[src/hw/rtl/rqsr_pkg.sv]
// ----------------------------------------------------------------------------
// rqsr_pkg
// shared types and codes for the ready queue select and remove block
// ----------------------------------------------------------------------------
package rqsr_pkg;

    localparam int QUEUE_DEPTH_DEF = 16;

    localparam logic [2:0] REQ_PUSH_BACK  = 3'd0;
    localparam logic [2:0] REQ_PUSH_FRONT = 3'd1;
    localparam logic [2:0] REQ_POP_FRONT  = 3'd2;
    localparam logic [2:0] REQ_POP_BACK   = 3'd3;
    localparam logic [2:0] REQ_POP_MIN    = 3'd4;
    localparam logic [2:0] REQ_POP_MAX    = 3'd5;
    localparam logic [2:0] REQ_REMOVE_AT  = 3'd6;

    localparam logic [1:0] STAT_DONE  = 2'd0;
    localparam logic [1:0] STAT_EMPTY = 2'd1;
    localparam logic [1:0] STAT_FULL  = 2'd2;
    localparam logic [1:0] STAT_INDEX = 2'd3;

    localparam logic [1:0] SEL_HOLD  = 2'd0;
    localparam logic [1:0] SEL_LEFT  = 2'd1;
    localparam logic [1:0] SEL_RIGHT = 2'd2;
    localparam logic [1:0] SEL_NEW   = 2'd3;

    typedef struct packed {
        logic [15:0] pid;
        logic [7:0]  priority_lvl;
        logic [7:0]  burst;
    } entry_t;

    typedef struct packed {
        logic       clear;
        logic       step;
        logic [2:0] mode;
    } scan_ctrl_t;

endpackage

[src/hw/rtl/rqsr_cell.sv]
// ----------------------------------------------------------------------------
// rqsr_cell
// one queue slot: holds an entry, or takes it from a neighbor or the request
// ----------------------------------------------------------------------------
module rqsr_cell
    import rqsr_pkg::*;
(
    input  logic       clk,
    input  logic [1:0] sel,
    input  entry_t     left_entry,
    input  entry_t     right_entry,
    input  entry_t     new_entry,
    output entry_t     entry
);

    entry_t entry_reg;
    entry_t entry_next;

    always_comb
    begin
        unique case (sel)
            SEL_LEFT:  entry_next = left_entry;
            SEL_RIGHT: entry_next = right_entry;
            SEL_NEW:   entry_next = new_entry;
            default:   entry_next = entry_reg;
        endcase
    end

    always_ff @(posedge clk)
    begin
        entry_reg <= entry_next;
    end

    assign entry = entry_reg;

endmodule

[src/hw/rtl/rqsr_scan.sv]
// ----------------------------------------------------------------------------
// rqsr_scan
// watches the head cell while the ring rotates and keeps the chosen entry
// ----------------------------------------------------------------------------
module rqsr_scan
    import rqsr_pkg::*;
#(
    parameter int IDX_W = 4
)
(
    input  logic             clk,
    input  logic             rst_n,
    input  scan_ctrl_t       ctrl,
    input  logic [IDX_W-1:0] pos,
    input  logic [IDX_W-1:0] target,
    input  entry_t           head,
    output entry_t           best_entry,
    output logic [IDX_W-1:0] best_pos
);

    logic             found_reg;
    logic             found_next;
    entry_t           best_entry_reg;
    entry_t           best_entry_next;
    logic [IDX_W-1:0] best_pos_reg;
    logic [IDX_W-1:0] best_pos_next;
    logic             take;

    always_comb
    begin
        case (ctrl.mode)
            REQ_POP_MIN: take = !found_reg || (head.burst < best_entry_reg.burst);
            REQ_POP_MAX: take = !found_reg ||
                                (head.priority_lvl > best_entry_reg.priority_lvl);
            default:     take = (pos == target);
        endcase
    end

    always_comb
    begin
        found_next      = found_reg;
        best_entry_next = best_entry_reg;
        best_pos_next   = best_pos_reg;
        if (ctrl.clear)
        begin
            found_next = 1'b0;
        end
        else if (ctrl.step && take)
        begin
            found_next      = 1'b1;
            best_entry_next = head;
            best_pos_next   = pos;
        end
    end

    always_ff @(posedge clk or negedge rst_n)
    begin
        if (!rst_n)
        begin
            found_reg <= 1'b0;
        end
        else
        begin
            found_reg <= found_next;
        end
    end

    always_ff @(posedge clk)
    begin
        best_entry_reg <= best_entry_next;
        best_pos_reg   <= best_pos_next;
    end

    assign best_entry = best_entry_reg;
    assign best_pos   = best_pos_reg;

endmodule

[src/hw/rtl/ready_queue_select_remove.sv]
// ----------------------------------------------------------------------------
// ready_queue_select_remove
// ordered ready queue with push, pop, remove at position and min/max select
// ----------------------------------------------------------------------------
// The queue is a ring of QUEUE_DEPTH cells. A request is taken when start is
// high and busy is low, and gives exactly one result on the following
// cycles, shown for one cycle with done high. The receiver cannot hold a
// result off: it must take the result in the cycle done is high. Pushes,
// requests that fail (full, empty, bad index) and the unused request code
// show their result in the next cycle and busy stays low, so a new request
// may be given every cycle. A removal that goes ahead holds busy high while
// the ring rotates once fully past the scan unit at the head cell, which
// picks the entry, and then while the close state closes the gap; done
// follows in the cycle busy falls. Ties in the min and max scans go to the
// entry nearest the front.
// ----------------------------------------------------------------------------
module ready_queue_select_remove
    import rqsr_pkg::*;
#(
    parameter int QUEUE_DEPTH = QUEUE_DEPTH_DEF
)
(
    input  logic        clk,
    input  logic        rst_n,
    input  logic        start,
    output logic        busy,
    input  logic [2:0]  req_type,
    input  logic [15:0] new_pid,
    input  logic [7:0]  new_priority,
    input  logic [7:0]  new_burst_count,
    input  logic [3:0]  entry_index,
    output logic        done,
    output logic [15:0] out_pid,
    output logic [7:0]  out_priority,
    output logic [7:0]  out_burst_count,
    output logic [1:0]  status,
    output logic [4:0]  occupancy
);

    localparam int IDX_W = (QUEUE_DEPTH > 1) ? $clog2(QUEUE_DEPTH) : 1;
    localparam int CNT_W = $clog2(QUEUE_DEPTH + 1);
    localparam int CMP_W = (CNT_W > 4) ? CNT_W : 4;
    localparam logic [IDX_W-1:0] LAST_POS = IDX_W'(QUEUE_DEPTH - 1);

    localparam logic [1:0] ST_IDLE  = 2'd0;
    localparam logic [1:0] ST_SCAN  = 2'd1;
    localparam logic [1:0] ST_CLOSE = 2'd2;

    logic [1:0]       state_reg;
    logic [1:0]       state_next;
    logic [CNT_W-1:0] count_reg;
    logic [CNT_W-1:0] count_next;
    logic [IDX_W-1:0] scan_pos_reg;
    logic [IDX_W-1:0] scan_pos_next;
    logic [2:0]       mode_reg;
    logic [2:0]       mode_next;
    logic [IDX_W-1:0] target_reg;
    logic [IDX_W-1:0] target_next;

    logic             done_reg;
    logic             done_next;
    entry_t           res_entry_reg;
    entry_t           res_entry_next;
    logic [1:0]       status_reg;
    logic [1:0]       status_next;
    logic [4:0]       occupancy_reg;
    logic [4:0]       occupancy_next;

    logic             accept;
    logic             is_push;
    logic             is_remove;
    logic             full;
    logic             empty;
    logic             idx_bad;
    logic             do_push_back;
    logic             do_push_front;
    logic             go_scan;
    logic             immediate;
    logic [1:0]       imm_status;
    logic [IDX_W-1:0] target_calc;

    entry_t           new_entry;
    entry_t           cell_q [QUEUE_DEPTH];
    logic [1:0]       cell_sel [QUEUE_DEPTH];
    scan_ctrl_t       scan_ctrl;
    entry_t           best_entry;
    logic [IDX_W-1:0] best_pos;

    assign busy   = (state_reg != ST_IDLE);
    assign accept = start && !busy;

    assign is_push   = (req_type == REQ_PUSH_BACK) || (req_type == REQ_PUSH_FRONT);
    assign is_remove = (req_type == REQ_POP_FRONT) || (req_type == REQ_POP_BACK) ||
                       (req_type == REQ_POP_MIN) || (req_type == REQ_POP_MAX) ||
                       (req_type == REQ_REMOVE_AT);
    assign full      = (count_reg == CNT_W'(QUEUE_DEPTH));
    assign empty     = (count_reg == '0);
    assign idx_bad   = (CMP_W'(entry_index) >= CMP_W'(count_reg));

    assign do_push_back  = accept && (req_type == REQ_PUSH_BACK) && !full;
    assign do_push_front = accept && (req_type == REQ_PUSH_FRONT) && !full;
    assign go_scan       = accept && is_remove && !empty &&
                           !((req_type == REQ_REMOVE_AT) && idx_bad);
    assign immediate     = accept && !go_scan;

    assign new_entry.pid          = new_pid;
    assign new_entry.priority_lvl = new_priority;
    assign new_entry.burst        = new_burst_count;

    always_comb
    begin
        if (is_push && full)
        begin
            imm_status = STAT_FULL;
        end
        else if (is_remove && empty)
        begin
            imm_status = STAT_EMPTY;
        end
        else if ((req_type == REQ_REMOVE_AT) && idx_bad)
        begin
            imm_status = STAT_INDEX;
        end
        else
        begin
            imm_status = STAT_DONE;
        end
    end

    always_comb
    begin
        case (req_type)
            REQ_POP_BACK:  target_calc = IDX_W'(count_reg - 1'b1);
            REQ_REMOVE_AT: target_calc = IDX_W'(entry_index);
            default:       target_calc = '0;
        endcase
    end

    // per-cell source select
    always_comb
    begin
        for (int i = 0; i < QUEUE_DEPTH; i++)
        begin
            cell_sel[i] = SEL_HOLD;
            if (do_push_back && (CNT_W'(i) == count_reg))
            begin
                cell_sel[i] = SEL_NEW;
            end
            else if (do_push_front)
            begin
                cell_sel[i] = (i == 0) ? SEL_NEW : SEL_LEFT;
            end
            else if (state_reg == ST_SCAN)
            begin
                cell_sel[i] = SEL_RIGHT;
            end
            else if ((state_reg == ST_CLOSE) && (IDX_W'(i) >= best_pos))
            begin
                cell_sel[i] = SEL_RIGHT;
            end
        end
    end

    for (genvar g = 0; g < QUEUE_DEPTH; g++)
    begin : g_cell
        rqsr_cell u_cell (
            .clk         (clk),
            .sel         (cell_sel[g]),
            .left_entry  (cell_q[(g + QUEUE_DEPTH - 1) % QUEUE_DEPTH]),
            .right_entry (cell_q[(g + 1) % QUEUE_DEPTH]),
            .new_entry   (new_entry),
            .entry       (cell_q[g])
        );
    end

    assign scan_ctrl.clear = go_scan;
    assign scan_ctrl.step  = (state_reg == ST_SCAN) && (CNT_W'(scan_pos_reg) < count_reg);
    assign scan_ctrl.mode  = mode_reg;

    rqsr_scan #(
        .IDX_W (IDX_W)
    ) u_scan (
        .clk        (clk),
        .rst_n      (rst_n),
        .ctrl       (scan_ctrl),
        .pos        (scan_pos_reg),
        .target     (target_reg),
        .head       (cell_q[0]),
        .best_entry (best_entry),
        .best_pos   (best_pos)
    );

    always_comb
    begin
        state_next    = state_reg;
        scan_pos_next = scan_pos_reg;
        mode_next     = mode_reg;
        target_next   = target_reg;
        count_next    = count_reg;
        unique case (state_reg)
            ST_IDLE:
            begin
                scan_pos_next = '0;
                if (do_push_back || do_push_front)
                begin
                    count_next = count_reg + 1'b1;
                end
                if (go_scan)
                begin
                    state_next  = ST_SCAN;
                    mode_next   = req_type;
                    target_next = target_calc;
                end
            end
            ST_SCAN:
            begin
                scan_pos_next = scan_pos_reg + 1'b1;
                if (scan_pos_reg == LAST_POS)
                begin
                    state_next = ST_CLOSE;
                end
            end
            ST_CLOSE:
            begin
                count_next = count_reg - 1'b1;
                state_next = ST_IDLE;
            end
            default:
            begin
                state_next = ST_IDLE;
            end
        endcase
    end

    always_comb
    begin
        done_next      = 1'b0;
        res_entry_next = res_entry_reg;
        status_next    = status_reg;
        occupancy_next = occupancy_reg;
        if (immediate)
        begin
            done_next      = 1'b1;
            res_entry_next = '0;
            status_next    = imm_status;
            occupancy_next = 5'(count_next);
        end
        else if (state_reg == ST_CLOSE)
        begin
            done_next      = 1'b1;
            res_entry_next = best_entry;
            status_next    = STAT_DONE;
            occupancy_next = 5'(count_next);
        end
    end

    always_ff @(posedge clk or negedge rst_n)
    begin
        if (!rst_n)
        begin
            state_reg    <= ST_IDLE;
            count_reg    <= '0;
            scan_pos_reg <= '0;
            mode_reg     <= REQ_PUSH_BACK;
            target_reg   <= '0;
            done_reg     <= 1'b0;
        end
        else
        begin
            state_reg    <= state_next;
            count_reg    <= count_next;
            scan_pos_reg <= scan_pos_next;
            mode_reg     <= mode_next;
            target_reg   <= target_next;
            done_reg     <= done_next;
        end
    end

    always_ff @(posedge clk)
    begin
        res_entry_reg <= res_entry_next;
        status_reg    <= status_next;
        occupancy_reg <= occupancy_next;
    end

    assign done            = done_reg;
    assign out_pid         = res_entry_reg.pid;
    assign out_priority    = res_entry_reg.priority_lvl;
    assign out_burst_count = res_entry_reg.burst;
    assign status          = status_reg;
    assign occupancy       = occupancy_reg;

`ifndef SYNTH
    a_count_bound: assert property (@(posedge clk) disable iff (!rst_n)
        count_reg <= CNT_W'(QUEUE_DEPTH))
        else $error("fill count above queue depth");

    a_close_result: assert property (@(posedge clk) disable iff (!rst_n)
        (state_reg == ST_CLOSE) |=> (done && (status == STAT_DONE)))
        else $error("removal did not report its entry");

    a_push_full: assert property (@(posedge clk) disable iff (!rst_n)
        (accept && is_push && full) |=> (done && (status == STAT_FULL) && $stable(count_reg)))
        else $error("push on full queue not rejected");

    a_fail_zero: assert property (@(posedge clk) disable iff (!rst_n)
        (done && (status != STAT_DONE)) |-> (out_pid == '0))
        else $error("failed request returned an entry");
`endif

endmodule

[config.mk]
export PLATFORM = sky130hd
export DESIGN_NAME = ready_queue_select_remove
export DESIGN_NICKNAME = d
export VERILOG_FILES = /design/src/hw/rtl/rqsr_pkg.sv /design/src/hw/rtl/rqsr_cell.sv /design/src/hw/rtl/rqsr_scan.sv /design/src/hw/rtl/ready_queue_select_remove.sv
export SDC_FILE = /design/constraint.sdc
export NUM_CORES = 1
export LEC_CHECK = 0
export BUFFER_PORTS_ARGS = -buffer_cell sky130_fd_sc_hd__buf_2
export CELL_PAD_IN_SITES_DETAIL_PLACEMENT = 1
export CELL_PAD_IN_SITES_GLOBAL_PLACEMENT = 1
export CORE_UTILIZATION = 52
export DETAILED_ROUTE_END_ITERATION = 12
export PLACE_DENSITY_LB_ADDON = 0.25
export REMOVE_ABC_BUFFERS = 1
export SLEW_MARGIN = 10
export SYNTH_ARGS = -nofsm -noshare
export SYNTH_HDL_FRONTEND = slang
export SYNTH_HIERARCHICAL = 1
export SYNTH_SLANG_ARGS = --single-unit
[constraint.sdc]
create_clock -name clk -period 5 [get_ports clk]
set_input_delay 0.25 -clock clk [delete_from_list [all_inputs] [get_ports clk]]
set_output_delay 0.25 -clock clk [all_outputs]
set_load 0.03 [all_outputs]
==> metrics <==
run status=finished, final reports clean; worst vdd ir=0.352 mV; Post-Route WL=97.7 mm; Rows=89; DR vias/cell=~6.3; first-pass GRT wire length=147 mm; largest net degree at the start of global routing=65; crit end category=flip-flop; Initial Util=53.0%; Die Span Y=248 um; most common cell after layout, fill and taps aside=nor2_1; post-route met1 wirelength=41.8 mm; Post-Syn Area=31500 um^2; Nets=2786; gr ovfl total=0; pwr dens=748 nW/um^2; commonest cells after routing, fill and taps aside=nor2_1 (562), edfxtp_1 (555), mux2i_1 (545); Hold Path Class=input port to flip-flop; Root Driver=clkbuf_16; initial antenna violation count=0; Area growth syn-to-layout=9.14%; Ant. Diodes=0; R2R Setup Slk=0.91 ns; global placer's final weighted congestion=0.861; worst clock skew=0.0269 ns; met2 WL post-DR=46.5 mm; CP max FO=36; Bufs on Longest Clock Path=3; cell type with the largest total area after synthesis=edfxtp_1; Max Clock Freq=around 0.24 GHz; Startpoint Class=flip-flop; Post-synth EDFFs=roughly 560; hold_sp=entry_index[2]; Rel. slew slack=around 25%; critical path class=flip-flop to flip-flop; R2R depth=9; GRT Util Overall=31.9%; layout cells sized above 1=11.4%; Synth async-reset ratio=3.29%; Detailed Place HPWL=59.5 mm; final count of hold timing violations=0; I/O pins=83; sequential fraction of the synthesis area=between 50% and 60%; Die Wd=between 200 and 250 um; TritonCTS clock tree=done; Hold Crit Endpoint=target_reg[2]; clock latency at the later pin of the worst-skew pair=0.63 ns; RSZ-0062 raised after global routing=false; WP data arrival=4.43 ns; reg-to-reg critical path startpoint=state_reg[0]; highest routed metal layer=met4; fin crit share=between 80% and 90%; worst hold margin=roughly 0.042 ns; Synth cell types=58; Port Buffer Count=82; max-slew violation count=0; Tmin final=4.09 ns; # Max-Cap Violations=0; H-tree depth=3; Lkg Pwr=roughly 11 nW; post-route ant nets=0; DR WL met3=7.14 mm; number of synthesized register bits=607; Cells after Synth=2675; Clock transition at path regs=0.06 ns; top cell type's share of synthesized area=~53%; number of global-route vias before repair=23300; die area=61500 um^2; Critical Path RT=5.35 ns; Setup TNS Final=0 ns; Avg Cell Area, Syn=11.8 um^2; R2R Path End=g_cell[14].u_cell/entry[31]; largest cells by area after synthesis=edfxtp_1 (53%), mux2i_1 (17%), a21oi_1 (8.5%); Num CTS Buffers=between 60 and 70; clock sinks=607; Worst-Margin Slew=1.12 ns; DRT Pass-1 Iters=5; Residual DRC=0; # Post-CTS Setup Buffers=0; Final setup violation count=0; YS warnings=6; top_reg_cell synth=edfxtp_1; WHS Path Cells=3; Largest register FFs=512; detailed-route via count=around 22000; drt first-iter violations=2207; layout filler cell count=between 6000 and 7000; CORE AREA=just under 60000 um^2; Avg WL per Cell=27.6 um
[layer usage]
metal / track usage (%) / vias up
met1: 43.7 / 11500
met2: 52.1 / 939
met5: 0 / -
met4: 9.83 / 0
li1: - / 9834
met3: 5.03 / 138
[layout make-up]
class	count	area (um^2)	share of cell area, %
well taps	773	967	2.82
inverters	31	116	0.339
clock buffers	95	1930	5.62
clock inverters	28	203	0.590
repair buffers	157	1140	3.33
multi-input cells	1844	12200	35.5
flip-flops and latches	607	17800	51.9
[logic make-up after synthesis]
family / count (synthesis) / share of synthesized area, %
flip-flops: 607 / 56.6
XOR/XNOR: 9 / 0.251
buffers and inverters: 224 / 5.95
AO/OA/AOI/OAI: 607 / 10.1
multiplexers: 552 / 17.6
AND/OR/NAND/NOR: 642 / 8.14
adder cells (fa/ha/maj): 34 / 1.35
[how the worst max path moves through the flow]
stage                            start                           to
after floorplan           state_reg[0]    g_cell[9].u_cell/entry[0]
after global placement    state_reg[0]  g_cell[14].u_cell/entry[24]
after detailed placement  state_reg[0]  g_cell[14].u_cell/entry[11]
after CTS                 state_reg[0]   g_cell[6].u_cell/entry[17]
after global routing      state_reg[0]  g_cell[14].u_cell/entry[22]
final                     state_reg[0]  g_cell[14].u_cell/entry[31]
[what timing repair did]
item | in CTS | in global routing
gates resized for setup | 0 | 0
hold buffers | 3 | 0
endpoints found under the hold margin | 22 | 0
[critical path: stages (launching register included)]
cell       delay [ns]
dfrtp_1          0.40
inv_1            0.15
ha_1             0.17
buf_4            0.20
nand4bb_1        0.24
nor3_1           0.40
nand2_1          0.56
o22ai_4          0.98
buf_4            0.53
a21oi_1          0.14
[where the power goes]
part,switching [mW],internal (mW),leakage (nW)
sequential,1.76,9.68,5.75
clock,2.11,2.80,1.05
combinational,6.35,2.96,4.59
[cells in the mapped netlist, drive strengths merged (2+ instances only)]
cell,instances
nand3,5
a22o,2
o211ai,4
nor2b,3
a32o,2
a21oi,533
mux2i,545
mux2,7
xor2,6
and2,2
a211o,4
clkbuf,61
a221o,2
or4,2
a21o,2
o21bai,2
edfxtp,555
buf,132
nand2,23
o21a,3
nor3,5
nor2,565
or3,2
o22ai,12
a31oi,3
dfxtp,32
inv,31
nand4,3
o21ai,30
nand2b,5
dfrtp,20
xnor2,3
ha,34
or2,19
[per-stage QoR]
step           setup WS [ns]  area, um^2  std cells  utilization (%)  total power, mW
3_5_place_dp           0.967       32200       3409             54.2             20.4
4_1_cts                0.978       34300       3535             57.9             25.6
3_3_place_gp            1.13       32200       3409             54.2             19.8
5_1_grt                0.607       34300       3535             57.9             26.9
2_1_floorplan          -1.08       29700       2482                -             16.7
6_report               0.913       34300       3535             57.9             25.7
Note: power is estimated with default switching activity, not from simulation.
